<file path="src/hdl/vad_pkg.sv">
// ---------------------------------------------------------------------------
// vad_pkg
// Shared types and constants of the vibration activity detector.
// ---------------------------------------------------------------------------
package vad_pkg;

  // sample format
  localparam int SAMPLE_BITS = 16;
  localparam int ABS_W       = SAMPLE_BITS + 1;
  localparam int SQ_W        = 2 * ABS_W + 2;
  localparam int ROOT_STEPS  = SQ_W / 2;
  localparam int MAG_W       = ROOT_STEPS;
  localparam int ROOT_REM_W  = MAG_W + 2;

  // window accumulation
  localparam int MAX_SAMPLES = 255;
  localparam int SUM_W       = 24;
  localparam int COUNT_W     = 8;
  localparam int COUNT_LIMIT = (MAX_SAMPLES < 255) ? MAX_SAMPLES : 255;

  // average and comparison
  localparam int FRAC_BITS   = 4;
  localparam int DIVD_W      = SUM_W + FRAC_BITS;
  localparam int AVG_W       = 20;
  localparam int TOTAL_W     = AVG_W + 1;
  localparam int THR_W       = 10;
  localparam int CMP_W       = 31;
  localparam int DIFF_SCALE  = 2000;
  localparam int STEP_W      = 5;

  // configuration
  localparam int PADDR_W                  = 3;
  localparam int PDATA_W                  = 32;
  localparam logic [PADDR_W-1:0] ADDR_THRESHOLD = 3'd0;
  localparam logic [THR_W-1:0]   THRESHOLD_RESET = 10'd10;

  // operation codes
  localparam logic OP_SAMPLE   = 1'b0;
  localparam logic OP_EVALUATE = 1'b1;

  // queue between front and back
  localparam int QUEUE_DEPTH = 2;
  localparam int QPTR_W      = (QUEUE_DEPTH > 1) ? $clog2(QUEUE_DEPTH) : 1;
  localparam int QFILL_W     = $clog2(QUEUE_DEPTH + 1);

  // classified word as it waits in the queue
  typedef struct packed {
    logic             op;
    logic [ABS_W-1:0] ax;
    logic [ABS_W-1:0] ay;
    logic [ABS_W-1:0] az;
  } vad_entry_t;

  // queue head as seen by the back end
  typedef struct packed {
    logic       valid;
    vad_entry_t entry;
  } vad_head_t;

endpackage

</file>
<file path="src/hdl/vad_if.sv">
// ---------------------------------------------------------------------------
// vad_if
// Handshake channels for sample words and result words.
// ---------------------------------------------------------------------------
interface vad_sample_if
  import vad_pkg::*;
  ();
  logic                          valid;
  logic                          ready;
  logic                          op;
  logic signed [SAMPLE_BITS-1:0] acc_x;
  logic signed [SAMPLE_BITS-1:0] acc_y;
  logic signed [SAMPLE_BITS-1:0] acc_z;

  modport source (output valid, op, acc_x, acc_y, acc_z, input ready);
  modport sink (input valid, op, acc_x, acc_y, acc_z, output ready);
endinterface

interface vad_result_if
  import vad_pkg::*;
  ();
  logic               valid;
  logic               ready;
  logic               machine_on;
  logic [AVG_W-1:0]   window_average;
  logic [COUNT_W-1:0] window_count;

  modport source (output valid, machine_on, window_average, window_count, input ready);
  modport sink (input valid, machine_on, window_average, window_count, output ready);
endinterface

</file>
<file path="src/hdl/vad_front.sv">
// ---------------------------------------------------------------------------
// vad_front
// Accepts sample words, classifies them and folds each axis to its magnitude.
// ---------------------------------------------------------------------------
module vad_front
  import vad_pkg::*;
(
  vad_sample_if.sink samples,
  input  logic       push_ready,
  output logic       push_valid,
  output vad_entry_t push_entry
);

  // two's complement to unsigned magnitude, one bit wider
  function automatic logic [ABS_W-1:0] fold_abs(input logic signed [SAMPLE_BITS-1:0] v);
    logic [ABS_W-1:0] ext;
    ext = {v[SAMPLE_BITS-1], v};
    return v[SAMPLE_BITS-1] ? (ABS_W'(0) - ext) : ext;
  endfunction

  // handshake straight onto the queue
  assign samples.ready = push_ready;
  assign push_valid    = samples.valid;

  // classify and fold
  always_comb begin
    push_entry.op = samples.op;
    push_entry.ax = fold_abs(samples.acc_x);
    push_entry.ay = fold_abs(samples.acc_y);
    push_entry.az = fold_abs(samples.acc_z);
  end

endmodule

</file>
<file path="src/hdl/vad_queue.sv">
// ---------------------------------------------------------------------------
// vad_queue
// Short first-in first-out queue between the front and the back end.
// ---------------------------------------------------------------------------
module vad_queue
  import vad_pkg::*;
(
  input  logic       clk,
  input  logic       rst,
  input  logic       push_valid,
  input  vad_entry_t push_entry,
  output logic       push_ready,
  input  logic       pop,
  output vad_head_t  head
);

  vad_entry_t         slots [QUEUE_DEPTH];
  logic [QPTR_W-1:0]  wr_ptr;
  logic [QPTR_W-1:0]  rd_ptr;
  logic [QFILL_W-1:0] fill;
  logic               do_push;
  logic               do_pop;

  assign push_ready = (fill != QFILL_W'(QUEUE_DEPTH));
  assign do_push    = push_valid && push_ready;
  assign do_pop     = pop && (fill != '0);

  assign head.valid = (fill != '0);
  assign head.entry = slots[rd_ptr];

  // pointer advance with wrap
  function automatic logic [QPTR_W-1:0] bump(input logic [QPTR_W-1:0] p);
    return (p == QPTR_W'(QUEUE_DEPTH - 1)) ? '0 : p + 1'b1;
  endfunction

  // storage
  always_ff @(posedge clk) begin
    if (do_push) begin
      slots[wr_ptr] <= push_entry;
    end
  end

  // pointers and fill level
  always_ff @(posedge clk) begin
    if (rst) begin
      wr_ptr <= '0;
      rd_ptr <= '0;
      fill   <= '0;
    end else begin
      if (do_push) begin
        wr_ptr <= bump(wr_ptr);
      end
      if (do_pop) begin
        rd_ptr <= bump(rd_ptr);
      end
      if (do_push && !do_pop) begin
        fill <= fill + 1'b1;
      end else if (do_pop && !do_push) begin
        fill <= fill - 1'b1;
      end
    end
  end

endmodule

</file>
<file path="src/hdl/vad_back.sv">
// ---------------------------------------------------------------------------
// vad_back
// Sequencer that squares, roots, accumulates, divides and compares.
// ---------------------------------------------------------------------------
module vad_back
  import vad_pkg::*;
(
  input  logic             clk,
  input  logic             rst,
  input  vad_head_t        head,
  output logic             pop,
  input  logic [THR_W-1:0] threshold,
  vad_result_if.source     results
);

  localparam logic [2:0] S_IDLE   = 3'd0;
  localparam logic [2:0] S_SQUARE = 3'd1;
  localparam logic [2:0] S_ROOT   = 3'd2;
  localparam logic [2:0] S_ACCUM  = 3'd3;
  localparam logic [2:0] S_DIVIDE = 3'd4;
  localparam logic [2:0] S_SCALE  = 3'd5;
  localparam logic [2:0] S_WEIGH  = 3'd6;
  localparam logic [2:0] S_REPORT = 3'd7;

  logic [2:0]            state;
  logic [STEP_W-1:0]     step;
  vad_entry_t            cur;

  // root datapath
  logic [SQ_W-1:0]       sum_sq;
  logic [SQ_W-1:0]       rad;
  logic [ROOT_REM_W-1:0] root_rem;
  logic [MAG_W-1:0]      root;

  // window state
  logic [SUM_W-1:0]      magnitude_sum;
  logic [COUNT_W-1:0]    sample_count;
  logic [AVG_W-1:0]      baseline_average;
  logic                  baseline_taken;

  // divide and compare datapath
  logic [DIVD_W-1:0]     quot;
  logic [COUNT_W-1:0]    div_rem;
  logic [COUNT_W-1:0]    div_count;
  logic [AVG_W-1:0]      avg_r;
  logic [CMP_W-1:0]      prod_diff;
  logic [CMP_W-1:0]      prod_total;

  // result register
  logic                  res_valid;
  logic                  res_on;
  logic [AVG_W-1:0]      res_avg;
  logic [COUNT_W-1:0]    res_count;

  // combinational helpers
  logic [ABS_W-1:0]      sq_op;
  logic [2*ABS_W-1:0]    sq_raw;
  logic [SQ_W-1:0]       sq_prod;
  logic [ROOT_REM_W+1:0] rem_sh;
  logic [ROOT_REM_W+1:0] trial;
  logic [SUM_W:0]        sum_ext;
  logic [COUNT_W:0]      div_trial;
  logic [AVG_W-1:0]      avg_sat;
  logic [AVG_W-1:0]      diff;
  logic [TOTAL_W-1:0]    total_r;
  logic                  window_full;
  logic                  res_free;

  assign window_full = (sample_count >= COUNT_W'(COUNT_LIMIT));
  assign res_free    = !res_valid || results.ready;
  assign pop         = (state == S_IDLE) && head.valid;

  // one axis squared per cycle
  always_comb begin
    unique case (step[1:0])
      2'd0:    sq_op = cur.ax;
      2'd1:    sq_op = cur.ay;
      2'd2:    sq_op = cur.az;
      default: sq_op = '0;
    endcase
    sq_raw  = sq_op * sq_op;
    sq_prod = SQ_W'(sq_raw);
  end

  // one root digit per cycle
  assign rem_sh = {root_rem, rad[SQ_W-1 -: 2]};
  assign trial  = (ROOT_REM_W+2)'({root, 2'b01});

  // saturating window add
  assign sum_ext = {1'b0, magnitude_sum} + (SUM_W+1)'(root);

  // one quotient bit per cycle
  assign div_trial = {div_rem, quot[DIVD_W-1]};

  // average with saturation, distance and total
  assign avg_sat = (|quot[DIVD_W-1:AVG_W]) ? {AVG_W{1'b1}} : quot[AVG_W-1:0];
  assign diff    = (avg_sat >= baseline_average) ? (avg_sat - baseline_average)
                                                 : (baseline_average - avg_sat);
  assign total_r = TOTAL_W'(avg_r) + TOTAL_W'(baseline_average);

  // sequencer
  always_ff @(posedge clk) begin
    if (rst) begin
      state            <= S_IDLE;
      step             <= '0;
      magnitude_sum    <= '0;
      sample_count     <= '0;
      baseline_average <= '0;
      baseline_taken   <= 1'b0;
      res_valid        <= 1'b0;
    end else begin
      // result word leaves unless a new one is loaded this cycle
      if (results.ready && (state != S_REPORT)) begin
        res_valid <= 1'b0;
      end
      unique case (state)
        S_IDLE: begin
          if (head.valid) begin
            cur  <= head.entry;
            step <= '0;
            if (head.entry.op == OP_EVALUATE) begin
              div_count     <= sample_count;
              div_rem       <= '0;
              quot          <= (sample_count == '0) ? '0 : {magnitude_sum, FRAC_BITS'(0)};
              magnitude_sum <= '0;
              sample_count  <= '0;
              state         <= (sample_count == '0) ? S_SCALE : S_DIVIDE;
            end else if (!window_full) begin
              sum_sq <= '0;
              state  <= S_SQUARE;
            end
          end
        end
        S_SQUARE: begin
          sum_sq <= sum_sq + sq_prod;
          if (step == STEP_W'(2)) begin
            step  <= '0;
            state <= S_ROOT;
          end else begin
            step <= step + 1'b1;
          end
        end
        S_ROOT: begin
          if (step == '0) begin
            rad      <= sum_sq;
            root_rem <= '0;
            root     <= '0;
            step     <= step + 1'b1;
          end else begin
            rad <= {rad[SQ_W-3:0], 2'b00};
            if (rem_sh >= trial) begin
              root_rem <= ROOT_REM_W'(rem_sh - trial);
              root     <= {root[MAG_W-2:0], 1'b1};
            end else begin
              root_rem <= ROOT_REM_W'(rem_sh);
              root     <= {root[MAG_W-2:0], 1'b0};
            end
            step <= step + 1'b1;
            if (step == STEP_W'(ROOT_STEPS)) begin
              state <= S_ACCUM;
            end
          end
        end
        S_ACCUM: begin
          magnitude_sum <= sum_ext[SUM_W] ? {SUM_W{1'b1}} : sum_ext[SUM_W-1:0];
          sample_count  <= sample_count + 1'b1;
          state         <= S_IDLE;
        end
        S_DIVIDE: begin
          if (div_trial >= {1'b0, div_count}) begin
            div_rem <= COUNT_W'(div_trial - {1'b0, div_count});
            quot    <= {quot[DIVD_W-2:0], 1'b1};
          end else begin
            div_rem <= div_trial[COUNT_W-1:0];
            quot    <= {quot[DIVD_W-2:0], 1'b0};
          end
          step <= step + 1'b1;
          if (step == STEP_W'(DIVD_W - 1)) begin
            state <= S_SCALE;
          end
        end
        S_SCALE: begin
          if (!baseline_taken) begin
            baseline_average <= avg_sat;
            baseline_taken   <= 1'b1;
            state            <= S_IDLE;
          end else begin
            avg_r     <= avg_sat;
            prod_diff <= CMP_W'(DIFF_SCALE) * CMP_W'(diff);
            state     <= S_WEIGH;
          end
        end
        S_WEIGH: begin
          prod_total <= CMP_W'(threshold) * CMP_W'(total_r);
          state      <= S_REPORT;
        end
        S_REPORT: begin
          if (res_free) begin
            res_valid <= 1'b1;
            res_on    <= (total_r != '0) && (prod_diff >= prod_total);
            res_avg   <= avg_r;
            res_count <= div_count;
            state     <= S_IDLE;
          end
        end
        default: state <= S_IDLE;
      endcase
    end
  end

  assign results.valid          = res_valid;
  assign results.machine_on     = res_on;
  assign results.window_average = res_avg;
  assign results.window_count   = res_count;

  // window count never passes its limit
  a_count_limit: assert property (@(posedge clk) disable iff (rst)
    sample_count <= COUNT_W'(COUNT_LIMIT))
    else $error("sample count past limit");

  // the baseline, once taken, stays taken
  a_baseline_sticky: assert property (@(posedge clk) disable iff (rst)
    baseline_taken |=> baseline_taken)
    else $error("baseline lost");

  // no result before a baseline exists
  a_result_after_baseline: assert property (@(posedge clk) disable iff (rst)
    $rose(res_valid) |-> baseline_taken)
    else $error("result before baseline");

  // divider remainder stays below the divisor
  a_div_rem: assert property (@(posedge clk) disable iff (rst)
    (state == S_DIVIDE) |-> (div_rem < div_count))
    else $error("divider remainder out of range");

endmodule

</file>
<file path="src/hdl/vibration_activity_detector.sv">
// ---------------------------------------------------------------------------
// vibration_activity_detector
// Window magnitude averaging with a baseline-relative activity decision.
// ---------------------------------------------------------------------------
// Sample words (op = 0) add the floor root of x*x + y*y + z*z to the window;
// evaluate words (op = 1) close it and, after the first one that sets the
// baseline, give one result word. A sample is popped, squared axis by axis
// on the shared squarer, rooted digit by digit and then accumulated; a
// sample that arrives on a full window is dropped. An evaluate runs the
// 28-step restoring divider, two multiplies and the hand-over to the
// result register. A two-word queue lets samples be taken while the back
// end is busy or a result waits. The threshold register sits at byte
// address 0 and is written over APB.
// ---------------------------------------------------------------------------
module vibration_activity_detector
  import vad_pkg::*;
(
  input  logic               clk,
  input  logic               rst,
  vad_sample_if.sink         samples,
  vad_result_if.source       results,
  input  logic               psel,
  input  logic               penable,
  input  logic               pwrite,
  input  logic [PADDR_W-1:0] paddr,
  input  logic [PDATA_W-1:0] pwdata,
  output logic [PDATA_W-1:0] prdata,
  output logic               pready
);

  logic [THR_W-1:0] threshold;
  logic             push_valid;
  logic             push_ready;
  vad_entry_t       push_entry;
  logic             pop;
  vad_head_t        head;

  // configuration register
  assign pready = 1'b1;
  assign prdata = (paddr == ADDR_THRESHOLD) ? PDATA_W'(threshold) : '0;

  always_ff @(posedge clk) begin
    if (rst) begin
      threshold <= THRESHOLD_RESET;
    end else if (psel && penable && pwrite && pready && (paddr == ADDR_THRESHOLD)) begin
      threshold <= pwdata[THR_W-1:0];
    end
  end

  // front end
  vad_front u_front (
    .samples    (samples),
    .push_ready (push_ready),
    .push_valid (push_valid),
    .push_entry (push_entry)
  );

  // queue
  vad_queue u_queue (
    .clk        (clk),
    .rst        (rst),
    .push_valid (push_valid),
    .push_entry (push_entry),
    .push_ready (push_ready),
    .pop        (pop),
    .head       (head)
  );

  // back end
  vad_back u_back (
    .clk       (clk),
    .rst       (rst),
    .head      (head),
    .pop       (pop),
    .threshold (threshold),
    .results   (results)
  );

endmodule
</file>
<file path="src/flat_wrapper.sv">
// flat-port wrapper written by rule: the top's interface ports become plain ports
module vibration_activity_detector_flat import vad_pkg::*;
  (clk, rst, psel, penable, pwrite, paddr, pwdata, prdata, pready, samples_valid, samples_op, samples_acc_x, samples_acc_y, samples_acc_z, samples_ready, results_valid, results_machine_on, results_window_average, results_window_count, results_ready);
  vad_sample_if samples_i ();
  vad_result_if results_i ();
  input  logic clk;
  input  logic rst;
  input  logic psel;
  input  logic penable;
  input  logic pwrite;
  input  logic [PADDR_W-1:0] paddr;
  input  logic [PDATA_W-1:0] pwdata;
  output logic [PDATA_W-1:0] prdata;
  output logic pready;
  input wire logic [$bits(samples_i.valid)-1:0] samples_valid;
  input wire logic [$bits(samples_i.op)-1:0] samples_op;
  input wire logic [$bits(samples_i.acc_x)-1:0] samples_acc_x;
  input wire logic [$bits(samples_i.acc_y)-1:0] samples_acc_y;
  input wire logic [$bits(samples_i.acc_z)-1:0] samples_acc_z;
  output wire logic [$bits(samples_i.ready)-1:0] samples_ready;
  output wire logic [$bits(results_i.valid)-1:0] results_valid;
  output wire logic [$bits(results_i.machine_on)-1:0] results_machine_on;
  output wire logic [$bits(results_i.window_average)-1:0] results_window_average;
  output wire logic [$bits(results_i.window_count)-1:0] results_window_count;
  input wire logic [$bits(results_i.ready)-1:0] results_ready;
  assign samples_i.valid = samples_valid;
  assign samples_i.op = samples_op;
  assign samples_i.acc_x = samples_acc_x;
  assign samples_i.acc_y = samples_acc_y;
  assign samples_i.acc_z = samples_acc_z;
  assign samples_ready = samples_i.ready;
  assign results_valid = results_i.valid;
  assign results_machine_on = results_i.machine_on;
  assign results_window_average = results_i.window_average;
  assign results_window_count = results_i.window_count;
  assign results_i.ready = results_ready;
  vibration_activity_detector u_core (.clk(clk), .rst(rst), .samples(samples_i), .results(results_i), .psel(psel), .penable(penable), .pwrite(pwrite), .paddr(paddr), .pwdata(pwdata), .prdata(prdata), .pready(pready));
endmodule
</file>
<file path="config.mk">
export PLATFORM = sky130hd
export DESIGN_NAME = vibration_activity_detector_flat
export DESIGN_NICKNAME = d
export VERILOG_FILES = /design/src/hdl/vad_pkg.sv /design/src/hdl/vad_if.sv /design/src/hdl/vad_front.sv /design/src/hdl/vad_queue.sv /design/src/hdl/vad_back.sv /design/src/hdl/vibration_activity_detector.sv /design/src/flat_wrapper.sv
export SDC_FILE = /design/constraint.sdc
export NUM_CORES = 2
export LEC_CHECK = 0
export BUFFER_PORTS_ARGS = -buffer_cell sky130_fd_sc_hd__buf_2
export CAP_MARGIN = 20
export CORE_UTILIZATION = 58
export DETAILED_ROUTE_END_ITERATION = 8
export GPL_TIMING_DRIVEN = 0
export PLACE_DENSITY = 0.78
export SYNTH_ARGS = -nofsm -noshare
export SYNTH_HDL_FRONTEND = slang
export SYNTH_SLANG_ARGS = --single-unit
</file>
<file path="constraint.sdc">
create_clock -name clk -period 7.3 [get_ports clk]
set_input_delay 0.365 -clock clk [delete_from_list [all_inputs] [get_ports clk]]
set_output_delay 0.365 -clock clk [all_outputs]
set_load 0.1 [all_outputs]
</file>
==> out/qor.txt <==
run status -> complete, but fails checks
failing checks -> setup timing
Setup crit start kind -> flop
port bufs -> 108
setup slack, reg-to-reg -> -0.33 ns
Root Driver -> clkbuf_16
final std cells w/o fill -> 5767
min Tclk post-route -> 7.63 ns
Layout area overhead -> 19.7%
crit path DAT -> 8.03 ns
Hold Crit Start -> samples_acc_x[14]
Post-Place Worst Slack -> -2.62 ns
DRC viols -> 0
max cap viols -> 0
r2r startpoint -> u_core.u_back.quot[21]
clock skew -> 0.0542 ns
Post-synth top flop -> edfxtp_1
Hold Vio Cnt, Final -> 0
Starting Density -> 58.7%
antenna viol nets, final -> 0
Hold EP -> u_core.u_queue.slots[1][49]
Worst path max stage delay -> 0.53 ns
fin. max-slew vios -> 0
fillcell total -> 5137
worst hold stages -> 2
Mean Syn Cell Area -> 10.1 um^2
clk buf depth -> 3
dpl hpwl -> 83.6 mm
wire length per cell -> 20.0 um
placed cells -> 5452
total clock sinks -> 493
FP Rows -> 100
Final nets -> 5658
cells after synthesis -> 4321
1st-iter DRT viols -> 2531
top cell type's share of synthesized area -> 28.5%
layout cells sized above 1 -> 20.7%
FMAX -> 0.131 GHz
DRT Wirelength -> 116 mm
relative max-transition margin -> 30.6%
CTS buffer count -> 53
cell with the most instances after synthesis -> inv_1
Data required, critical path -> 7.69 ns
GRT Total Usage -> 28.9%
Die ar. -> 76600 um^2
count of cell types in the netlist -> 79
first-pass GRT wire length -> 176 mm
GPL Wtd Cong -> 0.985
CP Capture Type -> flop
number of synthesis warnings -> 0
RSZ-0062 raised after global routing -> true
Yosys top cell by area -> edfxtp_1
drt pass-1 iters -> 5
I/O pin total -> 155
DIE WIDTH -> 277 um
worst hold path class -> input port to flop
initial antenna violation count -> 1
Diodes inserted -> 0
fin util -> 70.3%
Via Count -> 33287
worst hold slack -> 0.0339 ns
clock slew seen by the registers of the worst setup and hold paths -> 0.07 ns
Worst path most repeated cell -> fa_1
Worst R2R Path Depth -> 31
Die Span Y -> 277 um
reg-to-reg endpoint -> u_core.u_back.prod_diff[27]
final worst slack -> -0.333 ns
CTS tree -> yes
worst skew pair latency -> 0.65 ns
worst-path fanout max -> 5
Worst-Margin Slew -> 1.04 ns
register area share after synthesis -> 32.1%
core area -> 74600 um^2
synthesized flop and latch total -> 493
ranking of synthesized cells by area -> edfxtp_1, fa_1, ha_1
H-tree depth -> 2
Async S/R FF share, synth -> 0%
vias in the first global route -> 33661
final period utilization -> 105%
slowest CP cell -> fa_1
Setup CP Type -> flop to flop
Post-synth top cells -> inv_1, fa_1, edfxtp_1
number of synthesized flops with an enable pin -> 416
final setup fails -> 17
largest net degree at the start of global routing -> 36
global route overflow -> 0
DR vias/cell -> 5.77
synthesized area -> 43800 um^2
-- per-stage QoR --
| step | instance area (um^2) | TNS, ns |
|---|---|---|
| CTS | 50700 | -0.486 |
| global route | 52400 | -7.81 |
| global placement | 45800 | -315.14 |
| detailed placement | 46100 | -64.87 |
| finish | 52400 | -2.36 |
| floorplan | 44000 | -0.0324 |
-- state kept, by name, summed over array words and instances (netlist names), 3 cells and up, named ones only --
signal and cells:
u_core.u_back.sum_sq 36, u_core.threshold 10, u_core.u_back.results.window_count 8, u_core.u_back.sample_count 8, u_core.u_back.prod_total 31, u_core.u_back.root_rem 20, u_core.u_back.rad 36, u_core.u_back.div_rem 8
u_core.u_back.baseline_average 20, u_core.u_queue.slots 104, u_core.u_back.cur 51, u_core.u_back.quot 28, u_core.u_back.root 18, u_core.u_back.results.window_average 20, u_core.u_back.state 3, u_core.u_back.avg_r 20
u_core.u_back.prod_diff 27, u_core.u_back.magnitude_sum 24, u_core.u_back.step 5, u_core.u_back.div_count 8
-- layout by cell type, fill, tap and decap left out, types with 89 or more instances in the layout --
cell | netlist | final
clkbuf_1 | 127 | 89
ha_1 | 371 | 310
nand2_1 | 411 | 385
buf_4 | 23 | 237
nor2_1 | 317 | 268
buf_2 | 13 | 111
inv_1 | 674 | 637
edfxtp_1 | 416 | 416
xnor2_1 | 159 | 139
a21oi_1 | 172 | 141
and2_1 | 116 | 106
fa_1 | 443 | 427
a21o_1 | 90 | 89
o21ai_0 | 148 | 122
-- area by class of cell --
| type | count | area, um^2 | share of cell area, % |
|---|---|---|---|
| sequential | 493 | 14000 | 26.8 |
| clock inverter | 35 | 423 | 0.807 |
| timing repair buffer | 372 | 2800 | 5.34 |
| inverter | 676 | 2570 | 4.91 |
| buffer | 145 | 903 | 1.72 |
| clock buffer | 65 | 1420 | 2.71 |
| tap | 969 | 1210 | 2.31 |
| multi-input combinational | 3012 | 29000 | 55.4 |
-- critical path, delay by kind of cell, from the launching register on --
family | cells | cell delay (ns)
buf+inv | 6 | 0.70
mux | 1 | 0.31
compound gates | 9 | 1.78
fa+ha+maj | 7 | 2.93
flops | 1 | 0.42
xor+xnor | 2 | 0.26
simple gates | 6 | 1.02
-- metal layers --
layer / track usage [%] / share of wire (%) / vias up
met5: 0 / 0.0086 / -
met4: 12.3 / 4.9 / 2
met3: 3.72 / 6.1 / 352
met2: 50.4 / 50 / 1223
met1: 36.3 / 39 / 16462
li1: - / - / 15248
-- cells by family (layout without fill, tap and decap cells) --
kind of cell	count (synthesis)	count (layout)	share of synthesized area [%]
xor+xnor	215	215	4.32
other cells	2	29	0.0172
fa+ha+maj	817	817	30.9
mux	121	121	3.02
simple gates	1158	1158	12.3
flops	493	493	32.1
compound gates	672	672	9.94
buf+inv	843	1293	7.46
-- how the worst max path moves through the flow --
stage / start / end / slack (ns) / cells past startpoint
floorplan: u_core.u_back.quot[20] / u_core.u_back.prod_diff[29] / -0.03 / 33
global placement: u_core.u_back.step[0] / u_core.u_back.sum_sq[32] / -2.57 / 27
detailed placement: u_core.u_back.step[0] / u_core.u_back.sum_sq[32] / -2.62 / 27
CTS: u_core.u_back.quot[21] / u_core.u_back.prod_diff[29] / -0.13 / 33
global route: u_core.u_back.quot[21] / u_core.u_back.prod_diff[29] / -0.61 / 30
finish: u_core.u_back.quot[21] / u_core.u_back.prod_diff[27] / -0.33 / 31
-- timing repair --
action,in CTS,in global routing
resized for setup,392,222
gates cloned,2,1
buffers inserted,133,89
endpoints found under the hold margin,18,0
hold buffers,14,0
pin swaps,135,155
endpoints found under the setup margin,60,40
Power is not shown: default switching activity piles up to over one toggle a cycle in this logic, so the estimate is an artifact.
